### src/hdl/hft_pkg.sv
// ----------------------------------------------------------------------------
// hft_pkg
// Shared types, constants and tables of the haptic frame translator.
// ----------------------------------------------------------------------------
`timescale 1ns / 1ps
`default_nettype none

package hft_pkg;

  // Default geometry of the command packet.
  localparam int PACKET_BYTES_DEF = 20;
  localparam int MOTOR_COUNT_DEF  = 40;

  // Vest frame layout.
  localparam int          FRAME_LEN   = 20;
  localparam int          FRAME_IDX_W = $clog2(FRAME_LEN);
  localparam logic [7:0]  HDR_MARK    = 8'h68;
  localparam logic [7:0]  TAIL_MARK   = 8'h16;
  localparam logic [15:0] DURATION_MS = 16'd150;
  localparam int          GROUPS      = 4;
  localparam int          PER_GROUP   = 10;
  localparam int          MASK_MOTORS = GROUPS * PER_GROUP;

  // Mask bit of each motor within its group of ten.
  localparam logic [15:0] GROUP_MASK [PER_GROUP] = '{
    16'h8000, 16'h0400, 16'h4000, 16'h0200, 16'h2000,
    16'h0100, 16'h1000, 16'h0080, 16'h0800, 16'h0040
  };

  // Intensity arithmetic: floor(level * gain * 127 / 10000).
  // The division by 10000 is a multiply by ceil(2^34 / 10000) and a shift by
  // 34, which is exact for every dividend below 2^21.
  localparam logic [6:0]  INTENSITY_SCALE = 7'd127;
  localparam int          RECIP_W         = 21;
  localparam logic [RECIP_W-1:0] LEVEL_RECIP = 21'd1717987;
  localparam int          RECIP_SHIFT     = 34;

  // Configuration reset values and limits.
  localparam logic [6:0]  GAIN_RESET      = 7'd100;
  localparam logic [6:0]  GAIN_MAX        = 7'd100;
  localparam logic [15:0] MIN_GAP_RESET   = 16'd35;
  localparam logic [15:0] KEEPALIVE_RESET = 16'd120;

  // Input item kinds.
  typedef enum logic [1:0] {
    CMD_BYTE       = 2'd0,
    CMD_TICK       = 2'd1,
    CMD_DISCONNECT = 2'd2
  } cmd_e;

  // Configuration register indexes.
  typedef enum logic [1:0] {
    REG_GAIN      = 2'd0,
    REG_MIN_GAP   = 2'd1,
    REG_KEEPALIVE = 2'd2
  } cfg_reg_e;

  // Request handed from the scan logic to the frame generator.
  typedef struct packed {
    logic [3:0]                   max_nibble;
    logic [GROUPS-1:0][15:0]      grp;
  } frame_req_t;

  // Motor level floor(nibble * 100 / 15) as a table.
  function automatic logic [6:0] level_of(input logic [3:0] nibble);
    logic [6:0] lvl;
    case (nibble)
      4'd0:    lvl = 7'd0;
      4'd1:    lvl = 7'd6;
      4'd2:    lvl = 7'd13;
      4'd3:    lvl = 7'd20;
      4'd4:    lvl = 7'd26;
      4'd5:    lvl = 7'd33;
      4'd6:    lvl = 7'd40;
      4'd7:    lvl = 7'd46;
      4'd8:    lvl = 7'd53;
      4'd9:    lvl = 7'd60;
      4'd10:   lvl = 7'd66;
      4'd11:   lvl = 7'd73;
      4'd12:   lvl = 7'd80;
      4'd13:   lvl = 7'd86;
      4'd14:   lvl = 7'd93;
      default: lvl = 7'd100;
    endcase
    return lvl;
  endfunction

endpackage

`default_nettype wire

### src/hdl/hft_frame_gen.sv
// ----------------------------------------------------------------------------
// hft_frame_gen
// Works out the frame intensity by multiplying the level by the gain, then
// by 127, then by a scaled reciprocal of 10000, and sends the 20 frame
// bytes through an output register.
// ----------------------------------------------------------------------------
`timescale 1ns / 1ps
`default_nettype none

module hft_frame_gen
  import hft_pkg::*;
(
  input  wire logic       clk_i,
  input  wire logic       rst_ni,
  input  wire logic       start_i,
  input  frame_req_t      req_i,
  input  wire logic [6:0] gain_i,
  output logic            busy_o,
  output logic            m_axis_tvalid,
  input  wire logic       m_axis_tready,
  output logic [7:0]      m_axis_tdata,   // [7:0] frame_byte
  output logic            m_axis_tlast    // frame_end
);

  localparam int REM_W   = 21;
  localparam int RPROD_W = REM_W + RECIP_W;

  typedef enum logic [2:0] {
    G_IDLE,
    G_MUL1,
    G_MUL2,
    G_DIV,
    G_EMIT
  } gen_state_e;

  gen_state_e              state_q;
  logic [3:0]              maxn_q;
  logic [GROUPS-1:0][15:0] grp_q;
  logic [13:0]             prod_q;
  logic [REM_W-1:0]        rem_q;
  logic [6:0]              quo_q;
  logic [FRAME_IDX_W-1:0]  idx_q;
  logic                    out_valid_q;
  logic [7:0]              out_data_q;
  logic                    out_last_q;

  logic [RPROD_W-1:0]      recip_prod;
  logic                    load_out;

  // Byte of the frame at a given position.
  function automatic logic [7:0] frame_byte(input logic [FRAME_IDX_W-1:0] idx,
                                            input logic [6:0] inten,
                                            input logic [GROUPS-1:0][15:0] grp);
    logic [7:0] b;
    case (idx) inside
      5'd0, 5'd1:       b = HDR_MARK;
      5'd2, 5'd3:       b = 8'h01;
      5'd7:             b = DURATION_MS[15:8];
      5'd8:             b = DURATION_MS[7:0];
      5'd9, 5'd10:      b = {1'b0, inten};
      5'd11:            b = grp[0][15:8];
      5'd12:            b = grp[0][7:0];
      5'd13:            b = grp[1][15:8];
      5'd14:            b = grp[1][7:0];
      5'd15:            b = grp[2][15:8];
      5'd16:            b = grp[2][7:0];
      5'd17:            b = grp[3][15:8];
      5'd18:            b = grp[3][7:0];
      5'd19:            b = TAIL_MARK;
      default:          b = 8'h00;
    endcase
    return b;
  endfunction

  // Scaled level times the reciprocal of the divisor; the quotient sits above
  // the shift point.
  assign recip_prod = RPROD_W'(rem_q) * RPROD_W'(LEVEL_RECIP);
  assign load_out   = (state_q == G_EMIT) && (!out_valid_q || m_axis_tready);

  // Sequencer, arithmetic and output register.
  always_ff @(posedge clk_i or negedge rst_ni) begin
    if (!rst_ni) begin
      state_q     <= G_IDLE;
      out_valid_q <= 1'b0;
      idx_q       <= '0;
    end else begin
      if (out_valid_q && m_axis_tready) begin
        out_valid_q <= 1'b0;
      end
      unique case (state_q)
        G_IDLE: begin
          if (start_i) begin
            maxn_q  <= req_i.max_nibble;
            grp_q   <= req_i.grp;
            state_q <= G_MUL1;
          end
        end
        G_MUL1: begin
          prod_q  <= 14'(level_of(maxn_q)) * 14'(gain_i);
          state_q <= G_MUL2;
        end
        G_MUL2: begin
          rem_q   <= REM_W'(prod_q) * REM_W'(INTENSITY_SCALE);
          state_q <= G_DIV;
        end
        G_DIV: begin
          // Divide by 10000 through the reciprocal product.
          quo_q   <= recip_prod[RECIP_SHIFT +: 7];
          idx_q   <= '0;
          state_q <= G_EMIT;
        end
        G_EMIT: begin
          if (load_out) begin
            out_valid_q <= 1'b1;
            out_data_q  <= frame_byte(idx_q, quo_q, grp_q);
            out_last_q  <= (idx_q == FRAME_IDX_W'(FRAME_LEN - 1));
            if (idx_q == FRAME_IDX_W'(FRAME_LEN - 1)) begin
              state_q <= G_IDLE;
            end else begin
              idx_q <= idx_q + 1'b1;
            end
          end
        end
        default: state_q <= G_IDLE;
      endcase
    end
  end

  assign busy_o        = (state_q != G_IDLE);
  assign m_axis_tvalid = out_valid_q;
  assign m_axis_tdata  = out_data_q;
  assign m_axis_tlast  = out_last_q;

endmodule

`default_nettype wire

### src/hdl/haptic_frame_translator_core.sv
// ----------------------------------------------------------------------------
// haptic_frame_translator_core
// Packet bytes and host disconnects are taken in the idle state without a stall.
// A tick that finds data pending, the link up and the gap elapsed scans the
// stored bytes at one per cycle through the two memory read ports.
// A send multiplies out the intensity before the first of 20 frame bytes, then
// one byte a cycle as the sink accepts them; input waits until the last is loaded.
// Asynchronous reset clears all control state and the entry valid bits at once.
// ----------------------------------------------------------------------------
`timescale 1ns / 1ps
`default_nettype none

module haptic_frame_translator_core
  import hft_pkg::*;
#(
  parameter int PACKET_BYTES = PACKET_BYTES_DEF,
  parameter int MOTOR_COUNT  = MOTOR_COUNT_DEF
) (
  input  wire logic        clk_i,
  input  wire logic        rst_ni,
  // Input stream
  input  wire logic        s_axis_tvalid,
  output logic             s_axis_tready,
  input  wire logic [15:0] s_axis_tdata,  // [7:0] packet_byte, [8] link_up
  input  wire logic [1:0]  s_axis_tuser,  // [1:0] command
  input  wire logic        s_axis_tlast,  // packet_end
  // Output stream
  output logic             m_axis_tvalid,
  input  wire logic        m_axis_tready,
  output logic [7:0]       m_axis_tdata,  // [7:0] frame_byte
  output logic             m_axis_tlast,  // frame_end
  // Configuration writes
  input  wire logic        cfg_valid_i,
  output logic             cfg_ready_o,
  input  wire logic [1:0]  cfg_index_i,
  input  wire logic [15:0] cfg_data_i
);

  localparam int HALF_MOTORS = (MOTOR_COUNT + 1) / 2;
  localparam int NB     = (PACKET_BYTES < HALF_MOTORS) ? PACKET_BYTES : HALF_MOTORS;
  localparam int WP_W   = $clog2(PACKET_BYTES + 1);
  localparam int IDX_W  = (PACKET_BYTES > 1) ? $clog2(PACKET_BYTES) : 1;
  localparam int CNT_W  = $clog2(NB + 1);
  localparam int BANKS  = 3;

  typedef logic [1:0] bank_t;
  localparam bank_t BANK_SUM = 2'd3;

  typedef enum logic [1:0] {
    ST_IDLE,
    ST_WALK,
    ST_DECIDE
  } state_e;

  // Three banks hold the staging, current and sent byte sets by role.
  logic [7:0] pkt_mem [BANKS][PACKET_BYTES];
  logic [BANKS-1:0][PACKET_BYTES-1:0] vld_q;

  state_e                  state_q;
  bank_t                   stg_bank_q;
  bank_t                   cur_bank_q;
  bank_t                   snt_bank_q;
  logic [WP_W-1:0]         wp_q;
  logic                    pending_q;
  logic [15:0]             since_q;
  logic [6:0]              gain_q;
  logic [15:0]             min_gap_q;
  logic [15:0]             keepalive_q;

  logic [CNT_W-1:0]        walk_cnt_q;
  logic                    rd_vld_q;
  logic [CNT_W-1:0]        rd_idx_q;
  logic [7:0]              rd_c_q;
  logic [7:0]              rd_t_q;
  logic                    vc_q;
  logic                    vt_q;
  logic                    chg_q;
  logic                    nz_q;
  logic [3:0]              maxn_q;
  logic [MASK_MOTORS-1:0]  act_q;

  logic                    in_fire;
  cmd_e                    cmd;
  logic [7:0]              pkt_byte;
  logic                    link_up;
  logic                    mem_we;
  logic [IDX_W-1:0]        wr_idx;
  logic                    rd_en;
  logic [IDX_W-1:0]        rd_addr;
  bank_t                   free_bank;
  logic [15:0]             since_d;
  logic                    tick_go;

  logic [7:0]              cd;
  logic [7:0]              td;
  logic [6:0]              lo_motor;
  logic                    lo_ok;
  logic [3:0]              hi_c, lo_c, hi_t, lo_t;
  logic                    byte_chg;
  logic                    byte_nz;
  logic [3:0]              byte_max;
  logic [MASK_MOTORS-1:0]  act_set;
  logic                    send_ok;
  frame_req_t              req;
  logic                    gen_start;
  logic                    gen_busy;

  // Input decode.
  assign in_fire  = s_axis_tvalid && s_axis_tready;
  assign cmd      = cmd_e'(s_axis_tuser);
  assign pkt_byte = s_axis_tdata[7:0];
  assign link_up  = s_axis_tdata[8];

  assign s_axis_tready = (state_q == ST_IDLE) && !gen_busy;
  assign cfg_ready_o   = 1'b1;

  // Staging write and scan read addresses.
  assign mem_we    = in_fire && (cmd == CMD_BYTE) && (wp_q < WP_W'(PACKET_BYTES));
  assign wr_idx    = wp_q[IDX_W-1:0];
  assign rd_en     = (state_q == ST_WALK) && (walk_cnt_q < CNT_W'(NB));
  assign rd_addr   = IDX_W'(walk_cnt_q);
  assign free_bank = BANK_SUM - stg_bank_q - snt_bank_q;

  // Saturating millisecond count and send gate for a tick.
  assign since_d = (since_q == 16'hFFFF) ? since_q : since_q + 16'd1;
  assign tick_go = link_up && pending_q && (since_d >= min_gap_q);

  // Byte memory: one write port, two registered read ports.
  always_ff @(posedge clk_i) begin
    if (mem_we) begin
      pkt_mem[stg_bank_q][wr_idx] <= pkt_byte;
    end
    if (rd_en) begin
      rd_c_q <= pkt_mem[cur_bank_q][rd_addr];
      rd_t_q <= pkt_mem[snt_bank_q][rd_addr];
    end
  end

  // Per-byte comparison of current against sent nibbles.
  always_comb begin
    cd       = vc_q ? rd_c_q : 8'h00;
    td       = vt_q ? rd_t_q : 8'h00;
    lo_motor = 7'({rd_idx_q, 1'b1});
    lo_ok    = (lo_motor < 7'(MOTOR_COUNT));
    hi_c     = cd[7:4];
    hi_t     = td[7:4];
    lo_c     = lo_ok ? cd[3:0] : 4'h0;
    lo_t     = lo_ok ? td[3:0] : 4'h0;
    byte_chg = (hi_c != hi_t) || (lo_c != lo_t);
    byte_nz  = (hi_c != 4'h0) || (lo_c != 4'h0);
    byte_max = (hi_c > lo_c) ? hi_c : lo_c;
    for (int m = 0; m < MASK_MOTORS; m++) begin
      act_set[m] = rd_vld_q && (rd_idx_q == (m >> 1)) &&
                   (((m & 1) == 0) ? (hi_c != 4'h0) : (lo_c != 4'h0));
    end
  end

  // Group masks from the active motors.
  always_comb begin
    req.max_nibble = maxn_q;
    for (int g = 0; g < GROUPS; g++) begin
      req.grp[g] = 16'h0000;
      for (int k = 0; k < PER_GROUP; k++) begin
        if (act_q[g * PER_GROUP + k]) begin
          req.grp[g] = req.grp[g] | GROUP_MASK[k];
        end
      end
    end
  end

  assign send_ok   = chg_q || (nz_q && (since_q >= keepalive_q));
  assign gen_start = (state_q == ST_DECIDE) && send_ok;

  // Control state, roles of the banks and configuration registers.
  always_ff @(posedge clk_i or negedge rst_ni) begin
    if (!rst_ni) begin
      state_q     <= ST_IDLE;
      stg_bank_q  <= 2'd1;
      cur_bank_q  <= 2'd0;
      snt_bank_q  <= 2'd0;
      vld_q       <= '0;
      wp_q        <= '0;
      pending_q   <= 1'b0;
      since_q     <= '0;
      gain_q      <= GAIN_RESET;
      min_gap_q   <= MIN_GAP_RESET;
      keepalive_q <= KEEPALIVE_RESET;
      walk_cnt_q  <= '0;
      rd_vld_q    <= 1'b0;
      rd_idx_q    <= '0;
      vc_q        <= 1'b0;
      vt_q        <= 1'b0;
      chg_q       <= 1'b0;
      nz_q        <= 1'b0;
      maxn_q      <= '0;
      act_q       <= '0;
    end else begin
      // Configuration transaction.
      if (cfg_valid_i) begin
        unique case (cfg_index_i)
          REG_GAIN: begin
            gain_q <= (cfg_data_i > 16'(GAIN_MAX)) ? GAIN_MAX : cfg_data_i[6:0];
          end
          REG_MIN_GAP:   min_gap_q   <= cfg_data_i;
          REG_KEEPALIVE: keepalive_q <= cfg_data_i;
          default: ;
        endcase
      end

      if (mem_we) begin
        vld_q[stg_bank_q][wr_idx] <= 1'b1;
      end

      unique case (state_q)
        ST_IDLE: begin
          if (in_fire) begin
            case (cmd)
              CMD_BYTE: begin
                if (mem_we) begin
                  wp_q <= wp_q + 1'b1;
                end
                // End of packet: staging becomes current, a clean bank stages.
                if (s_axis_tlast) begin
                  cur_bank_q        <= stg_bank_q;
                  stg_bank_q        <= free_bank;
                  vld_q[free_bank]  <= '0;
                  wp_q              <= '0;
                  pending_q         <= 1'b1;
                end
              end
              CMD_DISCONNECT: begin
                cur_bank_q        <= stg_bank_q;
                stg_bank_q        <= free_bank;
                vld_q[stg_bank_q] <= '0;
                vld_q[free_bank]  <= '0;
                wp_q              <= '0;
                pending_q         <= 1'b1;
              end
              CMD_TICK: begin
                since_q <= since_d;
                if (tick_go) begin
                  pending_q  <= 1'b0;
                  walk_cnt_q <= '0;
                  chg_q      <= 1'b0;
                  nz_q       <= 1'b0;
                  maxn_q     <= '0;
                  act_q      <= '0;
                  state_q    <= ST_WALK;
                end
              end
              default: ;
            endcase
          end
        end
        ST_WALK: begin
          // Issue one address a cycle, fold in the byte read the cycle before.
          if (rd_en) begin
            rd_vld_q   <= 1'b1;
            rd_idx_q   <= walk_cnt_q;
            vc_q       <= vld_q[cur_bank_q][rd_addr];
            vt_q       <= vld_q[snt_bank_q][rd_addr];
            walk_cnt_q <= walk_cnt_q + 1'b1;
          end else begin
            rd_vld_q <= 1'b0;
            state_q  <= ST_DECIDE;
          end
          if (rd_vld_q) begin
            chg_q  <= chg_q | byte_chg;
            nz_q   <= nz_q | byte_nz;
            maxn_q <= (byte_max > maxn_q) ? byte_max : maxn_q;
            act_q  <= act_q | act_set;
          end
        end
        ST_DECIDE: begin
          // The sent set now aliases the current bank.
          if (send_ok) begin
            snt_bank_q <= cur_bank_q;
            since_q    <= '0;
          end
          state_q <= ST_IDLE;
        end
        default: state_q <= ST_IDLE;
      endcase
    end
  end

  hft_frame_gen u_frame_gen (
    .clk_i         (clk_i),
    .rst_ni        (rst_ni),
    .start_i       (gen_start),
    .req_i         (req),
    .gain_i        (gain_q),
    .busy_o        (gen_busy),
    .m_axis_tvalid (m_axis_tvalid),
    .m_axis_tready (m_axis_tready),
    .m_axis_tdata  (m_axis_tdata),
    .m_axis_tlast  (m_axis_tlast)
  );

endmodule

`default_nettype wire

### config.mk
export PLATFORM = sky130hd
export DESIGN_NAME = haptic_frame_translator_core
export DESIGN_NICKNAME = d
export VERILOG_FILES = /design/src/hdl/hft_pkg.sv /design/src/hdl/hft_frame_gen.sv /design/src/hdl/haptic_frame_translator_core.sv
export SDC_FILE = /design/constraint.sdc
export NUM_CORES = 2
export LEC_CHECK = 0
export BUFFER_PORTS_ARGS = -buffer_cell sky130_fd_sc_hd__buf_2
export CELL_PAD_IN_SITES_DETAIL_PLACEMENT = 0
export CELL_PAD_IN_SITES_GLOBAL_PLACEMENT = 1
export CORE_MARGIN = 1
export CORE_UTILIZATION = 46
export DETAILED_ROUTE_END_ITERATION = 16
export PLACE_DENSITY = 0.68
export SYNTH_ARGS = -nofsm -noshare
export SYNTH_HDL_FRONTEND = slang
export SYNTH_SLANG_ARGS = --single-unit
### constraint.sdc
create_clock -name clk_i -period 6.5 [get_ports clk_i]
set_input_delay 0.975 -clock clk_i [delete_from_list [all_inputs] [get_ports clk_i]]
set_output_delay 0.975 -clock clk_i [all_outputs]
set_load 0.01 [all_outputs]
==> results.md <==
* Status: complete, no violations
* Buf/Inv on CP at 5
* Max Cap Viol at 0
* Max Freq at between 150 and 200 MHz
* WP data required at 6.91 ns
* Final Critical Period at 6.192 ns
* Root buf cell: clkbuf_16
* Post-DP Area at around 0.05 sq mm
* WL/cell at approximately 25 um
* Worst path slowest cell: fa_1
* Drt initial violations at 2424
* Multi-input logic area at about 0.023 sq mm
* Slowest Stage Delay on Critical Path at between 0.5 and 0.6 ns
* # port buffers at 45
* Register area share after synthesis at 47.68%
* Fin area at between 0.05 and 0.06 sq mm
* Crit Reg-Reg Startpoint: u_frame_gen.rem_q[2]
* Flop2flop setup slack at 0.31 ns
* Most frequent cells in the layout: edfxtp_1 (591), inv_1 (390), ha_1 (322)
* Total track usage at between 20% and 30%
* Vias in the first global route at ~31000
* LEAKAGE at between 20 and 25 nW
* Worst setup SP type: flip-flop
* Crit path max fanout at 6
* Final-report max-slew violation count at 0
* DIE HEIGHT at between 300 and 400 um
* Cts hold-fix bufs at 0
* WS Path Type: reg -> reg
* Grt total ovfl at 0
* Initial antenna violation count at 4
* Synth Register Bits at between 700 and 800
* Total die area at about 0.11 sq mm
* Synth Area per Inst at roughly 13 sq um
* Fin Clk Skew at between 0.05 and 0.06 ns
* CP delay by family, top: adder cells
* Critical Path AT at 6.60 ns
* Post-synth EDFFs at ~590
* Unrepaired setup endpoints after global routing: no
* Largest net degree at the start of global routing at 79
* Synth Instances at 3556
* Nets at 4174
* Wirelength, routed at 123.7 mm
* Commonest non-fill, non-tap cell in the layout: edfxtp_1
* Area Growth Syn to Fin at 9.851%
* Clock slew at reported path FFs at approximately 0.070 ns
* Clock buffer depth at 3
* Crit path capture type: flip-flop
* # fillers at between 8000 and 9000
* Final GP Congestion at between 0.9 and 1
* Top FF cell, synth: edfxtp_1
* Via Count at 29319
* Rel. slew slack at 12.90%
* Global-route wire length before repair at around 190 mm
* Max VDD drop at roughly 0.00024 V
* Crit path top cell by count: fa_1
* Final HPWL from detailed placement at 88.49 mm
* Synth warnings at 0
* Antenna Violating Nets Remaining at 0
* CTS Buf Count at 90
* DR pass1 iterations at 6
* Post-synth ARST share at between 20% and 30%
* Num ports at 54
* Layout cells sized above 1 at ~17%
* Synth unique cells at 78
* Mapped Area at between 0.04 and 0.05 sq mm
* Crit path cell chain: ha_1, fa_1, inv_1, fa_1, inv_1, fa_1, fa_1, fa_1, inv_1, fa_1, inv_1, ha_1, a21o_1, a211oi_1, o21ai_0, a31oi_1, o21ai_0, buf_4, a21oi_1, xnor2_1
* Fin crit share at 95.25%
* Starting Density at a little under half
* Final setup viols at 0
* Setup TNS Final at 0 ns
* PwrDens at 242.9 mW/mm^2
* DRC viols at 0
* Worst Tran Pin Value at roughly 1.3 ns
* Rows at between 100 and 150
* FF/Latch Area at around 0.023 sq mm
* Via-per-instance ratio at 5.823
* H-tree Lvls at 3
* CP startpoint: u_frame_gen.rem_q[2]
* Clk_lat worst skew at around 0.68 ns
* Clock Sinks at a little under 800
* Worst Hold Class: in -> async
* Core footprint at 0.1025 sq mm
* CTS tree: done
* Post-synth net total at ~4100
* Final Hold Fails at 0
* Die width at between 300 and 400 um
-- state kept, by name, indices dropped and copies added, names as in the netlist, 8 cells and up, named ones only --
register                  flops
act_q                        40
keepalive_q                  16
min_gap_q                    16
pkt_mem                     480
rd_c_q                        8
rd_t_q                        8
since_q                      16
u_frame_gen.grp_q            40
u_frame_gen.m_axis_tdata      8
u_frame_gen.prod_q           14
u_frame_gen.rem_q            21
vld_q                        60
-- area by class of cell --
cell class,instances,share of cell area [%]
multi-input combinational,2218,43.57
sequential,795,43.43
clock buffer,119,4.803
tap,1368,3.254
inverter,395,2.819
timing repair buffer,88,1.132
clock inverter,48,0.9657
antenna,4,0.01903
-- worst paths after layout --
path                                              to  depth (start not counted)
worst max-delay path            u_frame_gen.quo_q[6]                         20
worst min-delay path            u_frame_gen.idx_q[3]                          1
worst max register to register  u_frame_gen.quo_q[6]                         20
worst min register to register  u_frame_gen.grp_q[8]                          0
max in group asynchronous                 rd_addr[1]                          3
min in group clk_i              u_frame_gen.grp_q[8]                          0
-- synth_stat cells, types with 13 or more instances --
| cell type | count | area share, % |
|---|---|---|
| buf_2 | 44 | 0.46 |
| and3_1 | 14 | 0.18 |
| nand3_1 | 43 | 0.45 |
| nand2b_1 | 32 | 0.42 |
| o21a_1 | 66 | 1.0 |
| mux4_2 | 255 | 12 |
| fa_1 | 222 | 9.3 |
| buf_4 | 13 | 0.20 |
| o21ai_0 | 92 | 0.96 |
| a31oi_1 | 18 | 0.24 |
| nor2_1 | 255 | 2.0 |
| and2_1 | 46 | 0.60 |
| xor2_1 | 31 | 0.57 |
| nand2_1 | 183 | 1.4 |
| a21o_1 | 21 | 0.33 |
| ha_1 | 322 | 8.4 |
| dfrtp_1 | 186 | 9.7 |
| a21oi_1 | 141 | 1.5 |
| mux2i_1 | 44 | 0.92 |
| xnor2_1 | 47 | 0.86 |
| a211oi_1 | 20 | 0.31 |
| clkbuf_1 | 78 | 0.61 |
| mux2_2 | 98 | 2.3 |
| inv_1 | 392 | 3.1 |
| nor2b_1 | 23 | 0.30 |
| nor3_1 | 52 | 0.54 |
| edfxtp_1 | 591 | 37 |
-- per-layer routing --
layer	GRT usage, %	share of wire, %	up-vias
met1	30.37	40	15294
met3	3.218	5.0	182
li1	-	-	13096
met4	8.460	3.4	2
met2	41.37	51	745
met5	0	0.011	-
-- metrics by stage --
step           hold slack (ns)  std cells  utilization (%)  power [mW]  setup slack (ns)
2_1_floorplan           0.4231       3556                -       7.075            0.6819
3_3_place_gp            0.4314       4864            48.36       7.640            0.2852
3_5_place_dp            0.4360       4864            48.36       7.689            0.2751
4_1_cts                 0.1332       5031            51.32       12.87            0.2411
5_1_grt                 0.1521       5031            51.32       13.20           0.05066
6_report                0.1635       5035            51.33       12.78            0.3084
-- timing repair --
action / 4_1_cts / 5_1_grt
setup buffers: 0 / 0
endpoints found under the setup margin: 0 / 4
gates resized for setup: 0 / 1
-- power breakdown --
| group | total (mW) | switching (mW) | internal (mW) |
|---|---|---|---|
| Clock | 5.19 | 2.15 | 3.04 |
| Sequential | 5.83 | 0.226 | 5.61 |
| Combinational | 1.75 | 0.982 | 0.768 |
| Total | 12.8 | 3.36 | 9.41 |
-- logic make-up after synthesis --
logic type      share of synthesized area (%)
flops                                   47.68
other cells                          0.007832
fa+ha+maj                               17.70
compound gates                          6.749
simple gates                            6.702
mux                                     15.22
xor+xnor                                1.427
buf+inv                                 4.520
(Power assumes the default switching activity.)
